--- src/hdl/sqn_freshness_array_check_assert.svh ---
// Assertion macros shared by the freshness check RTL.
// Each macro expands to one labeled concurrent assertion on clk, gated by rst_n.
`ifndef SQN_FRESHNESS_ARRAY_CHECK_ASSERT_SVH
`define SQN_FRESHNESS_ARRAY_CHECK_ASSERT_SVH

// Same-cycle implication.
`define SFAC_ASSERT_NOW(label, ante, cons, msg) \
  label: assert property (@(posedge clk) disable iff (!rst_n) (ante) |-> (cons)) \
    else $error(msg);

// Next-cycle implication.
`define SFAC_ASSERT_NEXT(label, ante, cons, msg) \
  label: assert property (@(posedge clk) disable iff (!rst_n) (ante) |=> (cons)) \
    else $error(msg);

`endif

--- src/hdl/sfac_pkg.sv ---
// Shared constants and types for the sequence number freshness check.
// No dependencies.
package sfac_pkg;

  localparam int SQN_BITS    = 48;
  localparam int IDX_BITS    = 5;
  localparam int NUM_ENTRIES = 1 << IDX_BITS;
  localparam int SEQ_BITS    = SQN_BITS - IDX_BITS;

  typedef logic [SQN_BITS-1:0] sqn_t;
  typedef logic [IDX_BITS-1:0] idx_t;
  typedef logic [SEQ_BITS-1:0] seq_t;

  // Sequence value: the number without its index bits.
  function automatic seq_t seq_of(input sqn_t sqn);
    seq_of = sqn[SQN_BITS-1:IDX_BITS];
  endfunction

endpackage

--- src/hdl/sfac_ram.sv ---
// Generic simple dual-port RAM: one write port, one registered read port.
// Read during a write to the same address returns the old contents.
module sfac_ram #(
  parameter int DATA_W = 8,
  parameter int DEPTH  = 32
) (
  input  logic                     clk,
  input  logic                     wr_en,
  input  logic [$clog2(DEPTH)-1:0] wr_addr,
  input  logic [DATA_W-1:0]        wr_data,
  input  logic                     rd_en,
  input  logic [$clog2(DEPTH)-1:0] rd_addr,
  output logic [DATA_W-1:0]        rd_data
);

  logic [DATA_W-1:0] mem [DEPTH];

  always_ff @(posedge clk) begin
    if (wr_en) begin
      mem[wr_addr] <= wr_data;
    end
    if (rd_en) begin
      rd_data <= mem[rd_addr];
    end
  end

endmodule

--- src/hdl/sqn_freshness_array_check.sv ---
// Sequence number freshness check against an array of accepted numbers.
// Input channel in_*: in_tdata = sqn_in[47:0]; bits 4..0 pick one of 32
// entries, bits 47..5 are the sequence value compared against that entry.
// Output channel out_*: out_tuser = fresh, out_tdata = sqn_out[47:0].
// A fresh number (sequence value strictly above the entry's) is stored and
// echoed with fresh = 1; the highest index follows it when it also beats the
// entry at the highest index. Otherwise fresh = 0 and the number stored at
// the highest index is returned.
// Path: the input transfer loads the input register and issues the RAM read,
// then the compare stage moves into the output register that drives
// out_tvalid. Throughput: one item per cycle while the receiver keeps taking
// results; the entry RAM has one registered read port and one write port,
// with forwarding for a write that lands on the cycle of the next read.
// Reset (rst_n low, synchronous) clears per-entry valid bits, the highest
// index and its cached value, so every entry reads as zero; no clearing pass.
// A stalled receiver holds the output register and the compare stage; input
// is taken while the compare stage is empty or moving.
module sqn_freshness_array_check
  import sfac_pkg::*;
(
  input  logic                clk,
  input  logic                rst_n,
  input  logic                in_tvalid,
  output logic                in_tready,
  input  logic [SQN_BITS-1:0] in_tdata,   // [47:0] sqn_in
  output logic                out_tvalid,
  input  logic                out_tready,
  output logic [SQN_BITS-1:0] out_tdata,  // [47:0] sqn_out
  output logic                out_tuser   // [0] fresh
);

`include "sqn_freshness_array_check_assert.svh"

  // Compare stage
  logic s1_v_r, s1_v_nxt;
  sqn_t s1_sqn_r, s1_sqn_nxt;
  // Last write, forwarded to a read issued at the same edge
  logic wr_v_r, wr_v_nxt;
  idx_t wr_addr_r, wr_addr_nxt;
  sqn_t wr_data_r, wr_data_nxt;
  // Entry state
  logic [NUM_ENTRIES-1:0] valid_r, valid_nxt;
  idx_t max_index_r, max_index_nxt;
  sqn_t highest_r, highest_nxt;   // copy of the entry at max_index_r
  // Output register
  logic out_v_r, out_v_nxt;
  logic out_fresh_r, out_fresh_nxt;
  sqn_t out_sqn_r, out_sqn_nxt;

  logic in_xfer, s1_adv, fresh, beats_top, ram_we;
  idx_t s1_idx;
  sqn_t rd_data, entry;

  assign in_xfer = in_tvalid && in_tready;
  assign s1_adv  = s1_v_r && (!out_v_r || out_tready);
  assign in_tready = !s1_v_r || s1_adv;

  sfac_ram #(
    .DATA_W (SQN_BITS),
    .DEPTH  (NUM_ENTRIES)
  ) u_entry_ram (
    .clk     (clk),
    .wr_en   (ram_we),
    .wr_addr (s1_idx),
    .wr_data (s1_sqn_r),
    .rd_en   (in_xfer),
    .rd_addr (in_tdata[IDX_BITS-1:0]),
    .rd_data (rd_data)
  );

  always_comb begin
    s1_idx = s1_sqn_r[IDX_BITS-1:0];
    if (wr_v_r && (wr_addr_r == s1_idx)) begin
      entry = wr_data_r;
    end else if (valid_r[s1_idx]) begin
      entry = rd_data;
    end else begin
      entry = '0;
    end
    fresh     = seq_of(s1_sqn_r) > seq_of(entry);
    beats_top = seq_of(s1_sqn_r) > seq_of(highest_r);
    ram_we    = s1_adv && fresh;
  end

  always_comb begin
    s1_v_nxt      = s1_v_r;
    s1_sqn_nxt    = s1_sqn_r;
    wr_v_nxt      = wr_v_r;
    wr_addr_nxt   = wr_addr_r;
    wr_data_nxt   = wr_data_r;
    valid_nxt     = valid_r;
    max_index_nxt = max_index_r;
    highest_nxt   = highest_r;
    out_v_nxt     = out_v_r;
    out_fresh_nxt = out_fresh_r;
    out_sqn_nxt   = out_sqn_r;

    if (out_v_r && out_tready) begin
      out_v_nxt = 1'b0;
    end
    if (s1_adv) begin
      s1_v_nxt      = 1'b0;
      out_v_nxt     = 1'b1;
      out_fresh_nxt = fresh;
      out_sqn_nxt   = fresh ? s1_sqn_r : highest_r;
      wr_v_nxt      = fresh;
      wr_addr_nxt   = s1_idx;
      wr_data_nxt   = s1_sqn_r;
      if (fresh) begin
        valid_nxt[s1_idx] = 1'b1;
        // Overwriting the top slot, or beating it from another slot
        if (s1_idx == max_index_r) begin
          highest_nxt = s1_sqn_r;
        end else if (beats_top) begin
          highest_nxt   = s1_sqn_r;
          max_index_nxt = s1_idx;
        end
      end
    end
    if (in_xfer) begin
      s1_v_nxt   = 1'b1;
      s1_sqn_nxt = in_tdata;
    end
  end

  always_ff @(posedge clk) begin
    if (!rst_n) begin
      s1_v_r      <= 1'b0;
      wr_v_r      <= 1'b0;
      valid_r     <= '0;
      max_index_r <= '0;
      highest_r   <= '0;
      out_v_r     <= 1'b0;
    end else begin
      s1_v_r      <= s1_v_nxt;
      wr_v_r      <= wr_v_nxt;
      valid_r     <= valid_nxt;
      max_index_r <= max_index_nxt;
      highest_r   <= highest_nxt;
      out_v_r     <= out_v_nxt;
    end
  end

  always_ff @(posedge clk) begin
    s1_sqn_r    <= s1_sqn_nxt;
    wr_addr_r   <= wr_addr_nxt;
    wr_data_r   <= wr_data_nxt;
    out_fresh_r <= out_fresh_nxt;
    out_sqn_r   <= out_sqn_nxt;
  end

  assign out_tvalid = out_v_r;
  assign out_tdata  = out_sqn_r;
  assign out_tuser  = out_fresh_r;

  `SFAC_ASSERT_NEXT(a_fail_keeps_top, s1_adv && !fresh,
    max_index_r == $past(max_index_r) && highest_r == $past(highest_r),
    "failed check moved the highest index")
  `SFAC_ASSERT_NEXT(a_fresh_marks_valid, s1_adv && fresh,
    valid_r[$past(s1_idx)] && wr_v_r && out_tuser,
    "fresh transfer not recorded")
  `SFAC_ASSERT_NOW(a_unwritten_top_zero, !valid_r[max_index_r],
    highest_r == '0,
    "highest copy nonzero for an unwritten entry")
  `SFAC_ASSERT_NEXT(a_fail_returns_top, s1_adv && !fresh,
    out_tdata == $past(highest_r),
    "failed check did not return the highest entry")

endmodule
--- config.mk ---
export PLATFORM = sky130hd
export DESIGN_NAME = sqn_freshness_array_check
export DESIGN_NICKNAME = d
export VERILOG_FILES = /design/src/hdl/sfac_pkg.sv /design/src/hdl/sfac_ram.sv /design/src/hdl/sqn_freshness_array_check.sv
export VERILOG_INCLUDE_DIRS = /design/src /design/src/hdl
export SDC_FILE = /design/constraint.sdc
export NUM_CORES = 2
export LEC_CHECK = 0
export BUFFER_PORTS_ARGS = -buffer_cell sky130_fd_sc_hd__buf_2
export CAP_MARGIN = 40
export CELL_PAD_IN_SITES_DETAIL_PLACEMENT = 0
export CELL_PAD_IN_SITES_GLOBAL_PLACEMENT = 1
export CORE_UTILIZATION = 50
export DETAILED_ROUTE_END_ITERATION = 10
export PLACE_DENSITY_LB_ADDON = 0.08
export SETUP_SLACK_MARGIN = 0.3
export SYNTH_ARGS = -nofsm -noshare
export SYNTH_HDL_FRONTEND = slang
export SYNTH_SLANG_ARGS = --single-unit
--- constraint.sdc ---
create_clock -name clk -period 7.2 [get_ports clk]
set_input_delay 0.36 -clock clk [delete_from_list [all_inputs] [get_ports clk]]
set_output_delay 0.36 -clock clk [all_outputs]
set_load 0.1 [all_outputs]
# Word level (Yosys, flattened, before mapping)
# Memory sizes are Yosys's and may differ from the RTL's. A register that Yosys moved wholly into a read port is not among the register bits.
# Cells that the tools add are included.
# totals
register_bits,238
ramBits,1536
inputBits,52
memories,1
# classes
order_cmp,4
n_eq_ne,2
mux,15
n_bitwise,2
reduce_logical,16
# mem_list
memory,depth,word_bits,rd,rd_clocked_by_memory_dff,wr,line,text
u_entry_ram.mem,32,48,1,1,1,sfac_ram.sv:16,logic [DATA_W-1:0] mem [DEPTH];
# ops
op,count
$mux W48,5
$gt A43 B43 Y1,2
$or A32 B32 Y32,1
$eq A5 B5 Y1,2
$mux W1,8
$logic_and A1 B1 Y1,6
$lt A5 B6 Y1 const B,1
$reduce_bool A2 Y1,3
$bmux W1 S5,1
$demux W1 S5,1
$ge A5 B1 Y1 const B,1
$reduce_and A4 Y1,1
$reduce_and A3 Y1,1
$logic_not A1 Y1,2
$logic_or A1 B1 Y1,2
$reduce_and A2 Y1,1
$not A1 Y1,1

# Logic depth before layout (Yosys ltp)
# logic_depth
word_depth,8
depth_mapped,20

# Modules after synthesis
# A second synthesis with hierarchy kept.
# hier_totals
hier_cells,4267
hier_area_um2,72249.3
# by_module_without_submodules
mod,n_inst,cells_each,area_each_um2,seq_area_each_um2
sfac_ram,1,3364,61205.0,47565.6
sqn_freshness_array_check,1,903,11044.3,6115.9

# Worst setup path after synthesis
# No wires, ideal clock.
# synth_timing
path_type,register -> register
start,"register out_v_r, in the netlist out_tvalid"
end,memory u_entry_ram.mem[25][10] in the netlist's numbering (enable)
setup_time_ns,0.497
arrival_time_ns,6.851
required_time_ns,6.703
slack_ns,-0.148
path_stages_with_launch,6
path_buffers,0
period_less_slack_ns,7.348
path_cell_list,dfxtp_1 > nor2b_1 > nand2b_1 > inv_1 > nand3_1 > nor3_1
# synth_via
elab_chain_len,6
# synth_rtl
item,line,text
"start, declared",sqn_freshness_array_check.sv:46,"logic out_v_r, out_v_nxt;"
"start signal, assigned",sqn_freshness_array_check.sv:140,out_v_r <= out_v_nxt;
$logic_not A1 Y1,sqn_freshness_array_check.sv:55,assign s1_adv = s1_v_r && (!out_v_r || out_tready);
$logic_or A1 B1 Y1,sqn_freshness_array_check.sv:55,
$logic_and A1 B1 Y1,sqn_freshness_array_check.sv:55,
$logic_and A1 B1 Y1,sqn_freshness_array_check.sv:82,ram_we = s1_adv && fresh;
$mux W1,sfac_ram.sv:19,if (wr_en) begin
$mux W1 (implied by the code),sfac_ram.sv:20,mem[wr_addr] <= wr_data;
"end, declared",sfac_ram.sv:16,
# No other way between the ends.

# Worst setup path in the final report
# layout_timing
start,register s1_sqn_r[0]
end,memory u_entry_ram.mem[27][33] in the netlist's numbering (enable)
# layout_via
elab_chain_len,8
elab_cells_between_ends,10
classes_between,order compare (1); eq/ne (1); mux (6); reduce/logical (2)
# layout_rtl
item,line,text
"start, declared",sqn_freshness_array_check.sv:36,"sqn_t s1_sqn_r, s1_sqn_nxt;"
"start signal, assigned",sqn_freshness_array_check.sv:145,s1_sqn_r <= s1_sqn_nxt;
$bmux W1 S5,sqn_freshness_array_check.sv:75,end else if (valid_r[s1_idx]) begin
$mux W1 (implied by the code),sqn_freshness_array_check.sv:75,
$mux W48,sqn_freshness_array_check.sv:75,
$mux W48,sqn_freshness_array_check.sv:73,if (wr_v_r && (wr_addr_r == s1_idx)) begin
$gt A43 B43 Y1,sqn_freshness_array_check.sv:80,fresh = seq_of(s1_sqn_r) > seq_of(entry);
$logic_and A1 B1 Y1,sqn_freshness_array_check.sv:82,
$mux W1,sfac_ram.sv:19,
$mux W1 (implied by the code),sfac_ram.sv:20,
# Parallel ways exist; a longest one is shown, timed or not. The select of a mux whose other input is x is not followed.

==> metrics.sh <==
SYNTH_COMPOUND_GATE_AREA_SHARE=0.0154
ASYNCSETRESETFLOPFRACSYNTH=0
PRECTSSETUPSLACK_NS=1.22
SKEW_NS=0.0249
YOSYSWARNINGS=0
PLACED_CELLS=4696
MAX_FREQ_MHz=166
DETAIL-ROUTE-ANTENNA-NETS=0
WIRELENGTH_UM=163000
POST_SYNTHESIS_INSTANCE_AREA_UM2=64300
FINALHOLDWORSTSLACK_NS=0.0730
CLOCK_TREE_ROOT_DRIVER_CELL='sky130_fd_sc_hd__clkbuf_16'
DRT_PASS1_ITERATIONS=5
NETSWITCHINGPOWER_mW=4.46
PLACE_HPWL_UM=96000
SYNTH_SIMPLE_GATE_AREA_FRAC=0.0191
SYNTH.AVG_CELL_AREA_UM2=21.8
CORE.ROWCOUNT=131
GRT_FIRST_PASS_WIRELENGTH_UM=236000
WORSTPATHARRIVAL_NS=6.45
SMALLEST_SETUP_SLACK_AFTER_LAYOUT_NS=1.17
POST_SYNTH_FA_HA_MAJ_AREA_FRACTION=0.0167
FINALMAXSLEWVIOLATIONS=0
DIE_H_UM=361
TIMING.CRITICAL_PATH.SLOWEST_STAGE_CELL='sky130_fd_sc_hd__edfxtp_1'
CLKSLEWWORSTSETUPHOLDPATHS_NS=0.06
ANTENNA_FOUND_INITIAL=9
CLOCK_SINKS=1652
CRIT_FANOUT=32
MIN_PERIOD_OVER_PERIOD=0.837
SYNTH_TOP_CELLS_BY_AREA='sky130_fd_sc_hd__edfxtp_1 73%, sky130_fd_sc_hd__mux4_2 15%, sky130_fd_sc_hd__dfxtp_1 2.7%'
PORTION_OF_THE_POST_SYNTHESIS_AREA_USED_BY_SEQUENTIAL_ELEMENTS=0.758
MIN_PATH_TYPE='input pin to register'
POWER.LEAKAGE_nW=23.5
CRITICAL_PATH_REQUIRED_NS=7.62
CELL_INTERNAL_PWR_mW=16.1
SYNTH-XOR-AREA-SHARE=0.00136
TNS_NS=0
CLK-INSERTION-DELAY-LATE_NS=0.80
PATH_CLASS='register to register'
WORSTPATHCELLLIST='mux4_2 -> a22oi_1 -> a31oi_1 -> a21oi_1 -> nor2_4 -> a22oi_1 -> ha_1 -> nand4_1 -> nor3_1 -> nand4_1 -> a31oi_1 -> or3_1 -> o31ai_4 -> or3_1 -> nor2_4 -> buf_4'
FINALCOREUTILIZATION=0.579
GRT_START_MAX_NET_PINS=150
TIGHTEST_SLEW_NS=1.01
CTS_MAX_LEVEL=4
MOST_FREQUENTLY_USED_FLOP_MASTER_AFTER_SYNTHESIS='sky130_fd_sc_hd__edfxtp_1'
COMBINATIONAL_CELL_FRACTION_OF_TOTAL_POWER=0.059
MAXCAPVIOLATIONS=0
START_UTIL=0.504
LARGEST_FAMILY_OF_LOGIC_CELLS_BY_SYNTHESIZED_AREA='multiplexers'
HOLD_VIOL=0
NUM-NETS-FINAL=3393
DIE_AREA_UM2=130000
PWR-SHARE-CLK=0.421
FIN_CRIT_NS=6.03
RUN_STATUS='finished clean'
FINISH.CELL_COUNT_WITHOUT_FILLERS=5061
CORE_UM2=128000
POST_SYNTH_MUX_AREA_SHARE=0.177
LAYOUT_CELL_AREA_EXCL_FILL_UM2=73800
TOTAL_NUMBER_OF_VIAS=31400
ROUTE.DETAILED.WL_PER_INST_UM=32.3
DRC_VIOLATION_TOTAL_AFTER_THE_FIRST_TRITONROUTE_ITERATION=3637
VIA_COUNT_OF_THE_FIRST_GLOBAL_ROUTING_PASS=31900
CTS-BUFFERS-INSERTED=173
YS_SEQ_ELEMENTS=1652
NORMALIZED_MAX_SLEW_MARGIN=0.327
SYNTH_ENABLE_FLOP_CELLS=1564
POST-SYNTH-TOP-AREA-CELL='sky130_fd_sc_hd__edfxtp_1'
DRIVE_ABOVE_1_SHARE=0.311
CRITPATHLAUNCHTYPE='register'
TIMING.FINAL.SETUP_VIOLATIONS=0
GRT.TOTAL_USAGE=0.257
IOPINCOUNT=103
YOSYS.CELL_COUNT.TOP_TYPE='sky130_fd_sc_hd__edfxtp_1'
SYN_TO_FINAL_GROWTH_PCT=14.8
GR-TOTAL-OVERFLOW=0
YOSYS.CELL_TYPES.COUNT=54
SWITCHING_SHARE_OF_POWER=0.217
CTS_TREE='yes'
CP_SLOWEST_STAGE_DELAY_NS=0.69
CLOCK_PATH_BUFFERS=3
GRT_SETUP_UNREPAIRED='no'
MAPPEDNETLISTNETS=3092
WORST_SETUP_PATH_END_KIND='register'
DIE_W_UM=361
NETLIST_INSTANCES=2954
PWR-SHARE-SEQ=0.521
NUMPORTBUFFERS=102
PWR_PER_CELL_AREA_nW_PER_UM2=279
VIAS_PER_CELL=6.20
POST_SYNTH_MOST_FREQUENT_CELLS='1564 x sky130_fd_sc_hd__edfxtp_1, 438 x sky130_fd_sc_hd__mux4_2, 168 x sky130_fd_sc_hd__nand2_1'
PLACE.GP.CONGESTION=0.828
DETAIL_ROUTE.DRC_VIOLATIONS=0
VDD_IR_DROP_MAX_uV=246
NETLIST.AREA_LEADER.SHARE=0.730
FIN_TOTAL_PWR_mW=20.6
DPL-INSTANCE-AREA_UM2=67900
## cell families (layout without fill, tap and decap cells)
family / count (synthesis) / count (layout)
flops: 1652 / 1652
mux: 579 / 579
simple gates: 276 / 276
buf+inv: 199 / 641
compound gates: 152 / 152
fa+ha+maj: 86 / 86
xor+xnor: 10 / 10
other cells: 0 / 3
## worst paths after layout
kind | start | to | slack (ns) | depth (start not counted)
worst min register to register | valid_r[21] | valid_r[21] | 0.46 | 2
worst max-delay path | s1_sqn_r[0] | u_entry_ram.mem[27][33] | 1.17 | 16
worst max register to register | s1_sqn_r[0] | u_entry_ram.mem[27][33] | 1.17 | 16
worst min-delay path | rst_n | valid_r[21] | 0.07 | 3
## power groups by stage
stage / combinational, mW / clock (mW) / sequential [mW]
3_5_place_dp: 1.20 / 0 / 10.9
4_1_cts: 1.23 / 8.82 / 10.7
6_report: 1.21 / 8.66 / 10.7
2_1_floorplan: 0.602 / 0 / 11.1
5_1_grt: 1.29 / 9.21 / 10.7
3_3_place_gp: 1.17 / 0 / 10.9
## critical path, delay by kind of cell (launching register included)
family                     cells  cell delay [ns]
AOI/OAI and AO/OA              6             1.43
adders and majority gates      1             0.20
buffers and inverters          1             0.49
DFF                            1             0.69
muxes                          1             0.58
and+or+nand+nor                7             2.18
## sequential cells by signal, summed over array words and instances (netlist names)
name and count:
u_entry_ram.mem 1376, highest_r 48, out_tdata 48, s1_sqn_r 48
wr_data_r 44, u_entry_ram.rd_data 43, valid_r 32, max_index_r 5
wr_addr_r 4, out_tuser 1, out_tvalid 1, s1_v_r 1
wr_v_r 1
## area by class of cell
class / instances / area [um2]
fillers: 9299 / 53700
well taps: 1662 / 2080
clock buffers: 218 / 4670
clock inverters: 98 / 828
diodes: 3 / 7.51
repair buffers: 277 / 2330
multi-input cells: 1103 / 15000
flip-flops and latches: 1652 / 48700
inverters: 48 / 185
## layout by cell type, fill, tap and decap left out, drive strengths merged, types with 54 or more instances in the layout
cell,instances
dfxtp,88
buf,231
clkinv,76
mux4,438
edfxtp,1564
clkbuf,218
inv,54
mux2,88
ha,86
nand2,168
## metal layers
metal  global-route usage  up-vias  share of wire
met5                    0        -              0
met3               0.0436      179          0.072
met2                0.397     1235           0.47
li1                     -    13000              -
met4               0.0578        0          0.017
met1                0.388    17000           0.44
## what timing repair did
item	in CTS	in global routing
hold buffers	46	0
resized for setup	0	0
hold endpoints to repair	45	0
setup buffers	0	0
(Power assumes the default switching activity.)
